**src/itmm_pkg.sv**
```systemverilog
package itmm_pkg;

	localparam int SAMPLE_W = 16;
	localparam int SUM_W    = 24;
	localparam int COUNT_W  = 8;
	localparam int MEAN_W   = 15;
	localparam int MAG_W    = 16;

	// samples beyond this count in one burst are dropped
	localparam logic [COUNT_W-1:0] MAX_SAMPLES = COUNT_W'(16);

	localparam int QUEUE_DEPTH = 2;
	localparam int QPTR_W      = 1;

	localparam int DIV_STEPS  = SUM_W;
	localparam int SQRT_STEPS = MAG_W;
	localparam int STEP_W     = 5;

	localparam logic signed [SAMPLE_W-1:0] SAMPLE_MAX = 16'sh7FFF;
	localparam logic signed [SAMPLE_W-1:0] SAMPLE_MIN = 16'sh8000;

	// summary of one finished burst, handed from front to back
	typedef struct packed {
		logic signed [SUM_W-1:0]    real_sum;
		logic signed [SUM_W-1:0]    imag_sum;
		logic signed [SAMPLE_W-1:0] real_low;
		logic signed [SAMPLE_W-1:0] real_high;
		logic signed [SAMPLE_W-1:0] imag_low;
		logic signed [SAMPLE_W-1:0] imag_high;
		logic [COUNT_W-1:0]         count;
		logic                       overflow;
	} burst_t;

	typedef struct packed {
		logic   valid;
		burst_t burst;
	} burst_push_t;

	typedef struct packed {
		logic full;
		logic not_empty;
	} queue_status_t;

	typedef enum logic [2:0] {
		ST_IDLE,
		ST_PREP,
		ST_DIV,
		ST_SQUARE,
		ST_SUM,
		ST_ROOT,
		ST_OUT
	} back_state_t;

endpackage

```
**src/itmm_ifs.sv**
```systemverilog
interface itmm_in_if;
	logic                                   valid;
	logic                                   ready;
	logic signed [itmm_pkg::SAMPLE_W-1:0]   real_sample;
	logic signed [itmm_pkg::SAMPLE_W-1:0]   imag_sample;
	logic                                   last;

	modport source(output valid, real_sample, imag_sample, last, input ready);
	modport sink(input valid, real_sample, imag_sample, last, output ready);
endinterface

interface itmm_out_if;
	logic                           valid;
	logic                           ready;
	logic [itmm_pkg::MEAN_W-1:0]    real_mean;
	logic [itmm_pkg::MEAN_W-1:0]    imag_mean;
	logic [itmm_pkg::MAG_W-1:0]     magnitude;
	logic                           empty_burst;
	logic                           overflowed;

	modport source(output valid, real_mean, imag_mean, magnitude, empty_burst, overflowed,
		input ready);
	modport sink(input valid, real_mean, imag_mean, magnitude, empty_burst, overflowed,
		output ready);
endinterface

```
**src/itmm_front.sv**
```systemverilog
module itmm_front (
	input  logic                    clk,
	input  logic                    arst_n,
	itmm_in_if.sink                 samples,
	input  itmm_pkg::queue_status_t qstat,
	output itmm_pkg::burst_push_t   push
);

	logic signed [itmm_pkg::SUM_W-1:0]    real_sum_q, imag_sum_q;
	logic signed [itmm_pkg::SAMPLE_W-1:0] real_low_q, real_high_q, imag_low_q, imag_high_q;
	logic [itmm_pkg::COUNT_W-1:0]         count_q;
	logic                                 ovf_q;

	logic   accept, take;
	itmm_pkg::burst_t nxt;

	assign samples.ready = !qstat.full;
	assign accept        = samples.valid && samples.ready;
	assign take          = count_q < itmm_pkg::MAX_SAMPLES;

	// state after folding in the current sample
	always_comb begin
		nxt.real_sum  = real_sum_q;
		nxt.imag_sum  = imag_sum_q;
		nxt.real_low  = real_low_q;
		nxt.real_high = real_high_q;
		nxt.imag_low  = imag_low_q;
		nxt.imag_high = imag_high_q;
		nxt.count     = count_q;
		nxt.overflow  = ovf_q;
		if (take) begin
			nxt.real_sum = real_sum_q + {{(itmm_pkg::SUM_W-itmm_pkg::SAMPLE_W)
				{samples.real_sample[itmm_pkg::SAMPLE_W-1]}}, samples.real_sample};
			nxt.imag_sum = imag_sum_q + {{(itmm_pkg::SUM_W-itmm_pkg::SAMPLE_W)
				{samples.imag_sample[itmm_pkg::SAMPLE_W-1]}}, samples.imag_sample};
			if (samples.real_sample < real_low_q)  nxt.real_low  = samples.real_sample;
			if (samples.real_sample > real_high_q) nxt.real_high = samples.real_sample;
			if (samples.imag_sample < imag_low_q)  nxt.imag_low  = samples.imag_sample;
			if (samples.imag_sample > imag_high_q) nxt.imag_high = samples.imag_sample;
			nxt.count = count_q + itmm_pkg::COUNT_W'(1);
		end else begin
			nxt.overflow = 1'b1;
		end
	end

	assign push.valid = accept && samples.last;
	assign push.burst = nxt;

	always_ff @(posedge clk or negedge arst_n) begin
		if (!arst_n) begin
			real_sum_q  <= '0;
			imag_sum_q  <= '0;
			real_low_q  <= itmm_pkg::SAMPLE_MAX;
			real_high_q <= itmm_pkg::SAMPLE_MIN;
			imag_low_q  <= itmm_pkg::SAMPLE_MAX;
			imag_high_q <= itmm_pkg::SAMPLE_MIN;
			count_q     <= '0;
			ovf_q       <= 1'b0;
		end else if (accept) begin
			if (samples.last) begin
				real_sum_q  <= '0;
				imag_sum_q  <= '0;
				real_low_q  <= itmm_pkg::SAMPLE_MAX;
				real_high_q <= itmm_pkg::SAMPLE_MIN;
				imag_low_q  <= itmm_pkg::SAMPLE_MAX;
				imag_high_q <= itmm_pkg::SAMPLE_MIN;
				count_q     <= '0;
				ovf_q       <= 1'b0;
			end else begin
				real_sum_q  <= nxt.real_sum;
				imag_sum_q  <= nxt.imag_sum;
				real_low_q  <= nxt.real_low;
				real_high_q <= nxt.real_high;
				imag_low_q  <= nxt.imag_low;
				imag_high_q <= nxt.imag_high;
				count_q     <= nxt.count;
				ovf_q       <= nxt.overflow;
			end
		end
	end

endmodule

```
**src/itmm_queue.sv**
```systemverilog
module itmm_queue (
	input  logic                    clk,
	input  logic                    arst_n,
	input  itmm_pkg::burst_push_t   push,
	input  logic                    pop,
	output itmm_pkg::burst_t        head,
	output itmm_pkg::queue_status_t qstat
);

	itmm_pkg::burst_t                entry_q [itmm_pkg::QUEUE_DEPTH];
	logic [itmm_pkg::QPTR_W-1:0]     wr_ptr_q, rd_ptr_q;
	logic [itmm_pkg::QPTR_W:0]       fill_q;

	logic do_push, do_pop;

	assign qstat.full      = fill_q == (itmm_pkg::QPTR_W+1)'(itmm_pkg::QUEUE_DEPTH);
	assign qstat.not_empty = fill_q != '0;
	assign do_push         = push.valid && !qstat.full;
	assign do_pop          = pop && qstat.not_empty;
	assign head            = entry_q[rd_ptr_q];

	always_ff @(posedge clk) begin
		if (do_push) begin
			entry_q[wr_ptr_q] <= push.burst;
		end
	end

	always_ff @(posedge clk or negedge arst_n) begin
		if (!arst_n) begin
			wr_ptr_q <= '0;
			rd_ptr_q <= '0;
			fill_q   <= '0;
		end else begin
			if (do_push) wr_ptr_q <= wr_ptr_q + itmm_pkg::QPTR_W'(1);
			if (do_pop)  rd_ptr_q <= rd_ptr_q + itmm_pkg::QPTR_W'(1);
			case ({do_push, do_pop})
				2'b10:   fill_q <= fill_q + (itmm_pkg::QPTR_W+1)'(1);
				2'b01:   fill_q <= fill_q - (itmm_pkg::QPTR_W+1)'(1);
				default: fill_q <= fill_q;
			endcase
		end
	end

endmodule

```
**src/itmm_back.sv**
```systemverilog
module itmm_back (
	input  logic                    clk,
	input  logic                    arst_n,
	input  itmm_pkg::burst_t        head,
	input  itmm_pkg::queue_status_t qstat,
	output logic                    pop,
	itmm_out_if.source              results
);

	localparam int NUM_W = itmm_pkg::SUM_W + 1;
	localparam int SQ_W  = 2 * itmm_pkg::MEAN_W;
	localparam int RAD_W = 2 * itmm_pkg::MAG_W;
	localparam int REM_W = itmm_pkg::MAG_W + 2;

	itmm_pkg::back_state_t state_q, state_d;

	itmm_pkg::burst_t                  burst_q;
	logic [itmm_pkg::SUM_W-1:0]        re_quot_q, im_quot_q;
	logic [itmm_pkg::COUNT_W-1:0]      re_rem_q, im_rem_q, divisor_q;
	logic [itmm_pkg::STEP_W-1:0]       step_q;
	logic [itmm_pkg::MEAN_W-1:0]       re_mean_q, im_mean_q;
	logic [SQ_W-1:0]                   re_sq_q, im_sq_q;
	logic [RAD_W-1:0]                  rad_q;
	logic [REM_W-1:0]                  root_rem_q;
	logic [itmm_pkg::MAG_W-1:0]        root_q;

	logic signed [NUM_W-1:0]           re_num, im_num;
	logic [itmm_pkg::SUM_W-1:0]        re_abs, im_abs;
	logic [itmm_pkg::COUNT_W-1:0]      divisor;
	logic [itmm_pkg::COUNT_W:0]        re_sh, im_sh;
	logic                              re_bit, im_bit;
	logic [REM_W+1:0]                  rt_sh, rt_trial;
	logic                              rt_bit;
	logic                              last_step;

	// numerator and divisor for the trimmed mean; bursts of two samples or fewer are not trimmed
	always_comb begin
		if (burst_q.count > itmm_pkg::COUNT_W'(2)) begin
			re_num = {burst_q.real_sum[itmm_pkg::SUM_W-1], burst_q.real_sum}
				- NUM_W'(burst_q.real_low) - NUM_W'(burst_q.real_high);
			im_num = {burst_q.imag_sum[itmm_pkg::SUM_W-1], burst_q.imag_sum}
				- NUM_W'(burst_q.imag_low) - NUM_W'(burst_q.imag_high);
			divisor = burst_q.count - itmm_pkg::COUNT_W'(2);
		end else begin
			re_num  = {burst_q.real_sum[itmm_pkg::SUM_W-1], burst_q.real_sum};
			im_num  = {burst_q.imag_sum[itmm_pkg::SUM_W-1], burst_q.imag_sum};
			divisor = (burst_q.count == itmm_pkg::COUNT_W'(2)) ? itmm_pkg::COUNT_W'(2)
				: itmm_pkg::COUNT_W'(1);
		end
		// floor of the magnitude equals magnitude of the truncated quotient
		re_abs = re_num[NUM_W-1] ? itmm_pkg::SUM_W'(-re_num) : re_num[itmm_pkg::SUM_W-1:0];
		im_abs = im_num[NUM_W-1] ? itmm_pkg::SUM_W'(-im_num) : im_num[itmm_pkg::SUM_W-1:0];
	end

	// one restoring division step per cycle on each component
	always_comb begin
		re_sh  = {re_rem_q, re_quot_q[itmm_pkg::SUM_W-1]};
		im_sh  = {im_rem_q, im_quot_q[itmm_pkg::SUM_W-1]};
		re_bit = re_sh >= {1'b0, divisor_q};
		im_bit = im_sh >= {1'b0, divisor_q};
	end

	// one digit-by-digit square root step per cycle
	always_comb begin
		rt_sh    = {root_rem_q, rad_q[RAD_W-1 -: 2]};
		rt_trial = (REM_W+2)'({root_q, 2'b01});
		rt_bit   = rt_sh >= rt_trial;
	end

	always_comb begin
		case (state_q)
			itmm_pkg::ST_DIV:  last_step = step_q == itmm_pkg::STEP_W'(itmm_pkg::DIV_STEPS - 1);
			itmm_pkg::ST_ROOT: last_step = step_q == itmm_pkg::STEP_W'(itmm_pkg::SQRT_STEPS);
			default:           last_step = 1'b0;
		endcase
	end

	always_ff @(posedge clk or negedge arst_n) begin
		if (!arst_n) begin
			state_q <= itmm_pkg::ST_IDLE;
		end else begin
			state_q <= state_d;
		end
	end

	always_comb begin
		state_d       = state_q;
		pop           = 1'b0;
		results.valid = 1'b0;
		case (state_q)
			itmm_pkg::ST_IDLE: begin
				if (qstat.not_empty) begin
					pop     = 1'b1;
					state_d = itmm_pkg::ST_PREP;
				end
			end
			itmm_pkg::ST_PREP:   state_d = itmm_pkg::ST_DIV;
			itmm_pkg::ST_DIV:    if (last_step) state_d = itmm_pkg::ST_SQUARE;
			itmm_pkg::ST_SQUARE: state_d = itmm_pkg::ST_SUM;
			itmm_pkg::ST_SUM:    state_d = itmm_pkg::ST_ROOT;
			itmm_pkg::ST_ROOT:   if (last_step) state_d = itmm_pkg::ST_OUT;
			itmm_pkg::ST_OUT: begin
				results.valid = 1'b1;
				if (results.ready) state_d = itmm_pkg::ST_IDLE;
			end
			default: state_d = itmm_pkg::ST_IDLE;
		endcase
	end

	always_ff @(posedge clk) begin
		case (state_q)
			itmm_pkg::ST_IDLE: begin
				if (qstat.not_empty) burst_q <= head;
			end
			itmm_pkg::ST_PREP: begin
				re_quot_q <= re_abs;
				im_quot_q <= im_abs;
				re_rem_q  <= '0;
				im_rem_q  <= '0;
				divisor_q <= divisor;
				step_q    <= '0;
			end
			itmm_pkg::ST_DIV: begin
				re_rem_q  <= re_bit ? itmm_pkg::COUNT_W'(re_sh - {1'b0, divisor_q})
					: re_sh[itmm_pkg::COUNT_W-1:0];
				im_rem_q  <= im_bit ? itmm_pkg::COUNT_W'(im_sh - {1'b0, divisor_q})
					: im_sh[itmm_pkg::COUNT_W-1:0];
				re_quot_q <= {re_quot_q[itmm_pkg::SUM_W-2:0], re_bit};
				im_quot_q <= {im_quot_q[itmm_pkg::SUM_W-2:0], im_bit};
				step_q    <= step_q + itmm_pkg::STEP_W'(1);
			end
			itmm_pkg::ST_SQUARE: begin
				// saturate at the largest positive 16-bit value
				re_mean_q <= (|re_quot_q[itmm_pkg::SUM_W-1:itmm_pkg::MEAN_W]) ? '1
					: re_quot_q[itmm_pkg::MEAN_W-1:0];
				im_mean_q <= (|im_quot_q[itmm_pkg::SUM_W-1:itmm_pkg::MEAN_W]) ? '1
					: im_quot_q[itmm_pkg::MEAN_W-1:0];
			end
			itmm_pkg::ST_SUM: begin
				re_sq_q <= SQ_W'(re_mean_q) * SQ_W'(re_mean_q);
				im_sq_q <= SQ_W'(im_mean_q) * SQ_W'(im_mean_q);
				step_q  <= '0;
			end
			itmm_pkg::ST_ROOT: begin
				if (step_q == '0) begin
					// first step: load the radicand, digit pairs follow
					rad_q      <= RAD_W'(re_sq_q) + RAD_W'(im_sq_q);
					root_rem_q <= '0;
					root_q     <= '0;
				end else begin
					rad_q      <= {rad_q[RAD_W-3:0], 2'b00};
					root_rem_q <= rt_bit ? REM_W'(rt_sh - rt_trial) : rt_sh[REM_W-1:0];
					root_q     <= {root_q[itmm_pkg::MAG_W-2:0], rt_bit};
				end
				step_q <= step_q + itmm_pkg::STEP_W'(1);
			end
			default: ;
		endcase
	end

	assign results.real_mean   = re_mean_q;
	assign results.imag_mean   = im_mean_q;
	assign results.magnitude   = root_q;
	assign results.empty_burst = burst_q.count == '0;
	assign results.overflowed  = burst_q.overflow;

endmodule

```
**src/iq_trimmed_mean_magnitude.sv**
```systemverilog
// Trimmed-mean magnitude of a burst of complex samples. Sample pairs arrive on
// the samples channel, the final pair marked by last; each burst gives one
// transaction on the results channel carrying the absolute trimmed mean of the
// real and imaginary parts (sum less largest and smallest, divided by count
// minus two, or the plain mean for bursts of two samples or fewer, truncated
// toward zero, saturated at 32767), the floor square root of the sum of their
// squares, and flags for an empty burst and for samples past MAX_SAMPLES that
// were dropped. The front takes one sample per cycle, keeping running sums and
// min/max per component, and hands each finished burst to a two-entry queue.
// The back drains that queue one burst at a time: it loads a burst, sets up a
// serial divider that works on both components together, runs it, saturates
// the means, squares them, loads the radicand and runs 16 steps of a
// digit-by-digit square root before the result is offered; the result then
// sits in the output register until taken, and only then does the back take
// the next burst. Samples keep flowing while the back works, and the front only
// stalls once two finished bursts are waiting in the queue.
module iq_trimmed_mean_magnitude (
	input  logic        clk,
	input  logic        arst_n,
	itmm_in_if.sink     samples,
	itmm_out_if.source  results
);

	// burst summaries from the accumulator into the queue
	itmm_pkg::burst_push_t   push;
	// head of the queue and its fill state
	itmm_pkg::burst_t        head;
	itmm_pkg::queue_status_t qstat;
	// back end takes the head of the queue
	logic                    pop;

	// accumulator: sums, min/max and sample count per burst
	itmm_front u_front (
		.clk    (clk),
		.arst_n (arst_n),
		.samples(samples),
		.qstat  (qstat),
		.push   (push)
	);

	// decouples the accumulator from the slow divide and root
	itmm_queue u_queue (
		.clk    (clk),
		.arst_n (arst_n),
		.push   (push),
		.pop    (pop),
		.head   (head),
		.qstat  (qstat)
	);

	// trimmed mean, saturation, squares and square root
	itmm_back u_back (
		.clk    (clk),
		.arst_n (arst_n),
		.head   (head),
		.qstat  (qstat),
		.pop    (pop),
		.results(results)
	);

endmodule

```
**src/flat_wrapper.sv**
```systemverilog
// flat-port wrapper written by rule: the top's interface ports become plain ports
module iq_trimmed_mean_magnitude_flat 
  (clk, arst_n, samples_valid, samples_real_sample, samples_imag_sample, samples_last, samples_ready, results_valid, results_real_mean, results_imag_mean, results_magnitude, results_empty_burst, results_overflowed, results_ready);
  itmm_in_if samples_i ();
  itmm_out_if results_i ();
  input  logic clk;
  input  logic arst_n;
  input wire logic [$bits(samples_i.valid)-1:0] samples_valid;
  input wire logic [$bits(samples_i.real_sample)-1:0] samples_real_sample;
  input wire logic [$bits(samples_i.imag_sample)-1:0] samples_imag_sample;
  input wire logic [$bits(samples_i.last)-1:0] samples_last;
  output wire logic [$bits(samples_i.ready)-1:0] samples_ready;
  output wire logic [$bits(results_i.valid)-1:0] results_valid;
  output wire logic [$bits(results_i.real_mean)-1:0] results_real_mean;
  output wire logic [$bits(results_i.imag_mean)-1:0] results_imag_mean;
  output wire logic [$bits(results_i.magnitude)-1:0] results_magnitude;
  output wire logic [$bits(results_i.empty_burst)-1:0] results_empty_burst;
  output wire logic [$bits(results_i.overflowed)-1:0] results_overflowed;
  input wire logic [$bits(results_i.ready)-1:0] results_ready;
  assign samples_i.valid = samples_valid;
  assign samples_i.real_sample = samples_real_sample;
  assign samples_i.imag_sample = samples_imag_sample;
  assign samples_i.last = samples_last;
  assign samples_ready = samples_i.ready;
  assign results_valid = results_i.valid;
  assign results_real_mean = results_i.real_mean;
  assign results_imag_mean = results_i.imag_mean;
  assign results_magnitude = results_i.magnitude;
  assign results_empty_burst = results_i.empty_burst;
  assign results_overflowed = results_i.overflowed;
  assign results_i.ready = results_ready;
  iq_trimmed_mean_magnitude u_core (.clk(clk), .arst_n(arst_n), .samples(samples_i), .results(results_i));
endmodule
```
**config.mk**
```make
export PLATFORM = sky130hd
export DESIGN_NAME = iq_trimmed_mean_magnitude_flat
export DESIGN_NICKNAME = d
export VERILOG_FILES = /design/src/itmm_pkg.sv /design/src/itmm_ifs.sv /design/src/itmm_front.sv /design/src/itmm_queue.sv /design/src/itmm_back.sv /design/src/iq_trimmed_mean_magnitude.sv /design/src/flat_wrapper.sv
export SDC_FILE = /design/constraint.sdc
export NUM_CORES = 2
export LEC_CHECK = 0
export BUFFER_PORTS_ARGS = -buffer_cell sky130_fd_sc_hd__buf_2
export CORE_UTILIZATION = 59
export DETAILED_ROUTE_END_ITERATION = 12
export PLACE_DENSITY = 0.75
export SYNTH_ARGS = -nofsm -noshare
export SYNTH_HDL_FRONTEND = slang
export SYNTH_SLANG_ARGS = --single-unit
```
**constraint.sdc**
```tcl
create_clock -name clk -period 19.75 [get_ports clk]
set_input_delay 3.95 -clock clk [delete_from_list [all_inputs] [get_ports clk]]
set_output_delay 3.95 -clock clk [all_outputs]
set_load 0.03 [all_outputs]
```
# [Yosys cells after proc, flatten, opt, wreduce, memory -nomap -nowiden]
# Memories as Yosys holds them, arrays and structs flattened. A register that Yosys moved wholly into a read port is not among the register bits.
# Cells that the tools add are included.
[word_totals] in_bits=37 regBits=361 out_inout_bits=50 mem_count=1 ramBits=242 wordCells=132
[op_classes] n_eq_ne=16 reduce_logical=18 mul=2 muxes=41 magnitude_cmp=9 addsub=19
[memory_table] memory="u_core.u_queue.entry_q" words=2 width=121 read_ports=1 rd_ports_with_merged_regs=1 wr=1 line="itmm_queue.sv:10" rtl="itmm_pkg::burst_t entry_q [itmm_pkg::QUEUE_DEPTH];"
[ops] operator="16-bit two-way mux" n=8
[ops] operator="120-bit two-way mux" n=1
[ops] operator="24-bit two-way mux" n=4
[ops] operator="24-bit one-hot mux with 2 select lines" n=2
[ops] operator="15-bit by 15-bit multiplier with 30-bit output" n=2
[ops] operator="25-bit two-way mux" n=2
[ops] operator="24-bit by 16-bit subtractor with 25-bit output" n=2
[ops] operator="25-bit subtractor" n=2
[ops] operator="24-bit adder" n=2
[ops] operator="24-bit negator" n=2
[ops] operator="16-bit greater-than comparator" n=2
[ops] operator="16-bit less-than comparator" n=2
[ops] operator="32-bit two-way mux" n=1
[ops] operator="8-bit two-way mux" n=4
[ops] operator="8-bit one-hot mux with 2 select lines" n=2
[ops] operator="30-bit by 30-bit adder with 31-bit output" n=1
[ops] operator="3-bit one-hot mux with 7 select lines" n=1
[ops] operator="20-bit by 18-bit greater-or-equal comparator with 1-bit output" n=1
[ops] operator="9-bit by 8-bit greater-or-equal comparator with 1-bit output" n=2
[ops] operator="18-bit two-way mux" n=1
[ops] operator="9-bit OR reduction" n=2
[ops] operator="18-bit subtractor" n=1
[ops] operator="8-bit subtractor" n=2
[ops] operator="3-bit two-way mux" n=4
[ops] operator="other kinds (31)" n=52

# [Depth between registers and ports, before layout]
[depth] ltp_word=7 depth_mapped=27 mapped_depth_nobuf=26

# [Modules after synthesis]
# Synthesis repeated with hierarchy kept, for this count alone.
[unflattened] hier_cells=4668 hier_area_um2=51743.4
[by_module_without_submodules] module="itmm_back" area_each_um2=32970.4 cells_per_inst=3212 seq_area_each_um2=10645.2 n_inst=1
[by_module_without_submodules] module="itmm_front" area_each_um2=9510.4 cells_per_inst=1061 seq_area_each_um2=3067.9 n_inst=1
[by_module_without_submodules] module="itmm_queue" area_each_um2=9262.6 cells_per_inst=395 seq_area_each_um2=7367.1 n_inst=1

# [Worst setup path after synthesis]
# Ideal clock, no wire load.
[synth_path] kind="reg-to-reg" start="reg u_core.u_back.state_q[0]" end="reg u_core.u_queue.fill_q[1] (netlist bit)" slack_ps=5466 n_path_buf=1 arrival_ps=14205 path_stages_with_launch=6 required_ps=19671 cell_sequence="dfrtp_1 > clkbuf_1 > nor4_1 > ha_1 > nor2_1 > xor2_1"
[synth_between] elab_chain_cells=5
[synth_lines] item="start: declaration" line="itmm_back.sv:15" rtl="itmm_pkg::back_state_t state_q, state_d;"
[synth_lines] item="start signal: assignment" line="itmm_back.sv:80" rtl="state_q <= itmm_pkg::ST_IDLE;"
[synth_lines] item="start signal: assignment" line="itmm_back.sv:82" rtl="state_q <= state_d;"
[synth_lines] item="3-bit zero test (*)" line="itmm_back.sv:90" rtl="case (state_q)"
[synth_lines] item="1-bit two-way mux (*)" line="itmm_back.sv:90"
[synth_lines] item="net u_core.pop" line="iq_trimmed_mean_magnitude.sv:30" rtl="logic pop;"
[synth_lines] item="1-bit logical AND (*)" line="itmm_queue.sv:19" rtl="assign do_pop = pop && qstat.not_empty;"
[synth_lines] item="2-bit by 1-bit == test with 1-bit output / 2-bit == test (equally long branches)" line="itmm_queue.sv:36" rtl="case ({do_push, do_pop})"
[synth_lines] item="2-bit one-hot mux with 2 select lines / 2-bit nonzero test (equally long branches)"
[synth_lines] item="end signal: assignment" line="itmm_queue.sv:37" rtl="2'b10: fill_q <= fill_q + (itmm_pkg::QPTR_W+1)'(1);"
[synth_lines] item="end signal: assignment" line="itmm_queue.sv:38" rtl="2'b01: fill_q <= fill_q - (itmm_pkg::QPTR_W+1)'(1);"
[synth_lines] item="end signal: assignment" line="itmm_queue.sv:39" rtl="default: fill_q <= fill_q;"
[synth_lines] item="end: declaration" line="itmm_queue.sv:12" rtl="logic [itmm_pkg::QPTR_W:0] fill_q;"
# The timed path passes the listed nets; every way through them passes the cells marked *.
# A chain may end at the register's enable or synchronous reset.

# [Worst setup path after layout]
[layout_path] start="reg u_core.u_back.im_mean_q (netlist bit u_core.u_back.results.imag_mean[8])" end="reg u_core.u_back.im_sq_q[29] (data pin)"
[layout_between] elab_chain_cells=1
[layout_lines] item="start: declaration" line="itmm_back.sv:21" rtl="logic [itmm_pkg::MEAN_W-1:0] re_mean_q, im_mean_q;"
[layout_lines] item="start signal: assignment" line="itmm_back.sv:136" rtl="im_mean_q <= (|im_quot_q[itmm_pkg::SUM_W-1:itmm_pkg::MEAN_W]) ? '1"
[layout_lines] item="15-bit by 15-bit multiplier with 30-bit output" line="itmm_back.sv:141" rtl="im_sq_q <= SQ_W'(im_mean_q) * SQ_W'(im_mean_q);"
[layout_lines] item="end signal: assignment" line="itmm_back.sv:141"
[layout_lines] item="end: declaration" line="itmm_back.sv:22" rtl="logic [SQ_W-1:0] re_sq_q, im_sq_q;"
# No other way between the ends.

==> metrics.md <==
| Metric | Value |
|---|---|
| WP data arrival | `7.61 ns` |
| Area of the core | `85410 um2` |
| Post-CTS Resized | `0` |
| Routed Antenna Nets | `0` |
| Seq/Total Area, Yosys | `0.4134` |
| RD Place Congestion | `0.8967` |
| Io pins | `87` |
| Die Ht | `296.0 um` |
| Die X | `296.0 um` |
| Final nets | `5428` |
| CP Data Required Time | `20.13 ns` |
| Starting density of the core | `0.5969` |
| TNS Setup | `0 ns` |
| First-pass GRT wire length | `171.5 mm` |
| Max Freq | `0.1382 GHz` |
| EDFF count, synth | `594` |
| P per Cell Area | `107.1 nW/um2` |
| CTS tree | `yes` |
| Min Clock Period, post-route | `7.237 ns` |
| Antenna violations before repair | `1` |
| Share of the synthesized area in the top cell type | `0.3498` |
| Synth top area cells | `edfxtp_1 35%, fa_1 13%, ha_1 10%, dfrtp_1 4.7%, inv_1 4.5%` |
| Syn_area_per_cell | `11.06 um2` |
| Site Rows | `107` |
| R2R Setup Slk | `12.51 ns` |
| CP Max Fanout | `16` |
| Worst Skew | `0.03659 ns` |
| Mapped Cells | `4609` |
| Most common cell in the netlist | `inv_1` |
| Largest family of logic cells by synthesized area | `adder cells` |
| Drt wl/cell | `17.71 um` |
| Tcrit/Tclk final | `0.3664` |
| Clk_lat worst skew | `0.65 ns` |
| DR iter-0 viols | `2086` |
| Max VDD drop | `0.00008044 V` |
| Synthesized area | `50990 um2` |
| Hold bufs inserted after CTS | `0` |
| Worst setup path end | `u_core.u_back.im_sq_q[29]` |
| Final hold viol count | `0` |
| H-tree level count | `3` |
| Worst-Margin Slew | `1.244 ns` |
| Post-CTS setup buffer count | `0` |
| Mux contribution to synthesized area | `0.04606` |
| Ratio of cells with drive above 1 in the final layout | `0.1151` |
| Crit Reg-Reg Startpoint | `u_core.u_back.results.imag_mean[8]` |
| Area growth syn-to-layout | `8.579%` |
| Slew Limit Fails | `0` |
| Pin count of the biggest net entering global routing | `88` |
| R2R cell count | `24` |
| Relative slew slack | `0.1709` |
| Root buf cell | `clkbuf_16` |
| Synth Area in Compound Gates | `0.1124` |
| Crit-path max cell delay | `0.67 ns` |
| Crit. End Element | `register` |
| Vias in the first global route | `34070` |
| Leakage | `0.02389 uW` |
| Gr usage total | `0.2448` |
| Post-synth top area cell | `edfxtp_1` |
| Worst-path clk slew | `0.06 ns` |
| Total CTS buffers | `77` |
| Worst setup path class | `reg -> reg` |
| Vias | `33435` |
| Synth Area in Adders | `0.2278` |
| CTS Buffer Depth | `3` |
| Die area | `87600 um2` |
| Slowest-stage cell, CP | `edfxtp_1` |
| Port-buffer cells | `86` |
| CTS Sinks | `722` |
| Post-Synth XOR/XNOR Area | `0.04243` |
| Commonest cells in the netlist | `613 x inv_1, 594 x edfxtp_1, 413 x ha_1, 380 x nand2_1, 322 x fa_1` |
| Most used DFF post-synth | `edfxtp_1` |
| Critical path, cell by cell | `and2_1, fa_1, inv_1, fa_1, inv_1, fa_1, inv_1, fa_1, inv_1, fa_1, inv_1, fa_1, inv_1, ha_1, a211oi_1, nor2_1, a211oi_1, o221ai_1, a21o_1, a21oi_1, a21oi_1, a41o_1, o41a_1, xnor2_1` |
| Remaining DRCs | `0` |
| Ys async rst share | `0.1773` |
| Syn Nets | `5381` |
| Library cells used by synthesis | `100` |
| Reg2reg end | `u_core.u_back.im_sq_q[29]` |
| Pre-antenna DRT Iters | `6` |
| RSZ-0062 raised after global routing | `no` |
| Post-DR vias/cell | `5.703` |
| # setup viols final | `0` |
| Max-Cap Viols | `0` |
| Gr ovfl total | `0` |
| Yosys warns | `0` |
| Hold Crit Class | `reg -> reg` |
| Outcome | `completed` |
| Yosys reg bits | `722` |
| Routed wire length | `103.8 mm` |
| CP startpoint kind | `register` |
| Crit. Startpoint | `u_core.u_back.results.imag_mean[8]` |
| Total power | `5932 uW` |
| Final HPWL DP | `75.22 mm` |
| Post-Synth Simple-Gate Area | `0.1011` |
area by class of cell:
type	instances	area (um2)
clock inverter	48	734.5
fill	6608	30050
inverter	613	2301
clock buffer	93	2048
antenna	1	2.502
multi-input combinational	3126	27100
timing repair buffer	116	661.9
tap	1144	1431
sequential	722	21080
flip-flops by register name, indices dropped and copies added (netlist names), 2 cells and up:
| signal | flops |
|---|---|
| u_core.u_queue.entry_q | 242 |
| u_core.u_back.burst_q | 120 |
| u_core.u_back.rad_q | 32 |
| u_core.u_back.im_sq_q | 29 |
| u_core.u_back.re_sq_q | 29 |
| u_core.u_back.im_quot_q | 24 |
| u_core.u_back.re_quot_q | 24 |
| u_core.u_front.imag_sum_q | 24 |
| u_core.u_front.real_sum_q | 24 |
| u_core.u_back.root_rem_q | 18 |
| u_core.u_back.results.magnitude | 16 |
| u_core.u_front.imag_high_q | 16 |
| u_core.u_front.imag_low_q | 16 |
| u_core.u_front.real_high_q | 16 |
| u_core.u_front.real_low_q | 16 |
| u_core.u_back.results.imag_mean | 15 |
| u_core.u_back.results.real_mean | 15 |
| u_core.u_back.divisor_q | 8 |
| u_core.u_back.im_rem_q | 8 |
| u_core.u_back.re_rem_q | 8 |
| u_core.u_front.count_q | 8 |
| u_core.u_back.step_q | 5 |
| u_core.u_back.state_q | 3 |
| u_core.u_queue.fill_q | 2 |
cell families (layout without fill, tap and decap cells):
| kind of cell | Yosys count | count (layout) |
|---|---|---|
| multiplexers | 213 | 213 |
| adder cells (fa/ha/maj) | 735 | 735 |
| AO/OA/AOI/OAI | 847 | 847 |
| flip-flops | 722 | 722 |
| other | 0 | 1 |
| XOR/XNOR | 247 | 247 |
| buffers and inverters | 761 | 870 |
| AND/OR/NAND/NOR | 1084 | 1084 |
metrics by stage:
step | cells | hold slack, ns | util | instance area, um2 | setup slack [ns]
global route | 5862 | 0.5170 | 0.6481 | 55360 | 12.10
global placement | 5721 | 0.4832 | 0.6155 | 52580 | 12.29
CTS | 5862 | 0.5044 | 0.6481 | 55360 | 12.57
finish | 5863 | 0.5006 | 0.6482 | 55360 | 12.51
floorplan | 4609 | 0.4608 | - | 50990 | 5.466
detailed placement | 5721 | 0.4828 | 0.6155 | 52580 | 12.21
routing by layer:
metal	track usage	routed length, um
met5	0	0
met4	0.07154	2605
met3	0.03170	5198
met2	0.4135	50230
met1	0.3313	45800
critical path, delay by kind of cell, from the launching register on:
family,cells,cell delay [ns]
compound gates,8,2.11
xor+xnor,1,0.13
fa+ha+maj,7,3.35
buf+inv,6,0.30
flops,1,0.67
simple gates,2,0.43
worst min-delay path by stage:
stage                                        start                              to  cells after the start
floorplan                  u_core.u_queue.wr_ptr_q         u_core.u_queue.wr_ptr_q                      1
global placement    u_core.u_front.real_high_q[12]  u_core.u_front.real_high_q[12]                      1
detailed placement  u_core.u_front.real_high_q[12]  u_core.u_front.real_high_q[12]                      1
CTS                  u_core.u_front.real_high_q[1]   u_core.u_front.real_high_q[1]                      1
global route        u_core.u_front.real_high_q[11]  u_core.u_front.real_high_q[11]                      1
finish              u_core.u_front.real_high_q[11]  u_core.u_front.real_high_q[11]                      1
cells in the final DEF (no fill, tap or decap), drive strengths merged, types with 31 or more instances in the layout:
| master | count |
|---|---|
| nand4 | 31 |
| o21ai | 176 |
| a21o | 106 |
| mux2 | 173 |
| edfxtp | 594 |
| nor2b | 42 |
| mux2i | 40 |
| nand3 | 45 |
| nand2b | 39 |
| buf | 116 |
| a211oi | 33 |
| fa | 322 |
| a21oi | 217 |
| xnor2 | 146 |
| and2 | 102 |
| ha | 413 |
| nand2 | 381 |
| xor2 | 101 |
| a22o | 75 |
| clkbuf | 93 |
| dfstp | 32 |
| nor3 | 51 |
| nor2 | 270 |
| inv | 620 |
| dfrtp | 96 |
| or2 | 40 |
power by group:
group | switching (uW) | internal (uW)
registers | 134 | 2080
logic | 1250 | 892
clock network | 620 | 959
total | 2000 | 3930
Note: power is estimated with default switching activity, not from simulation.
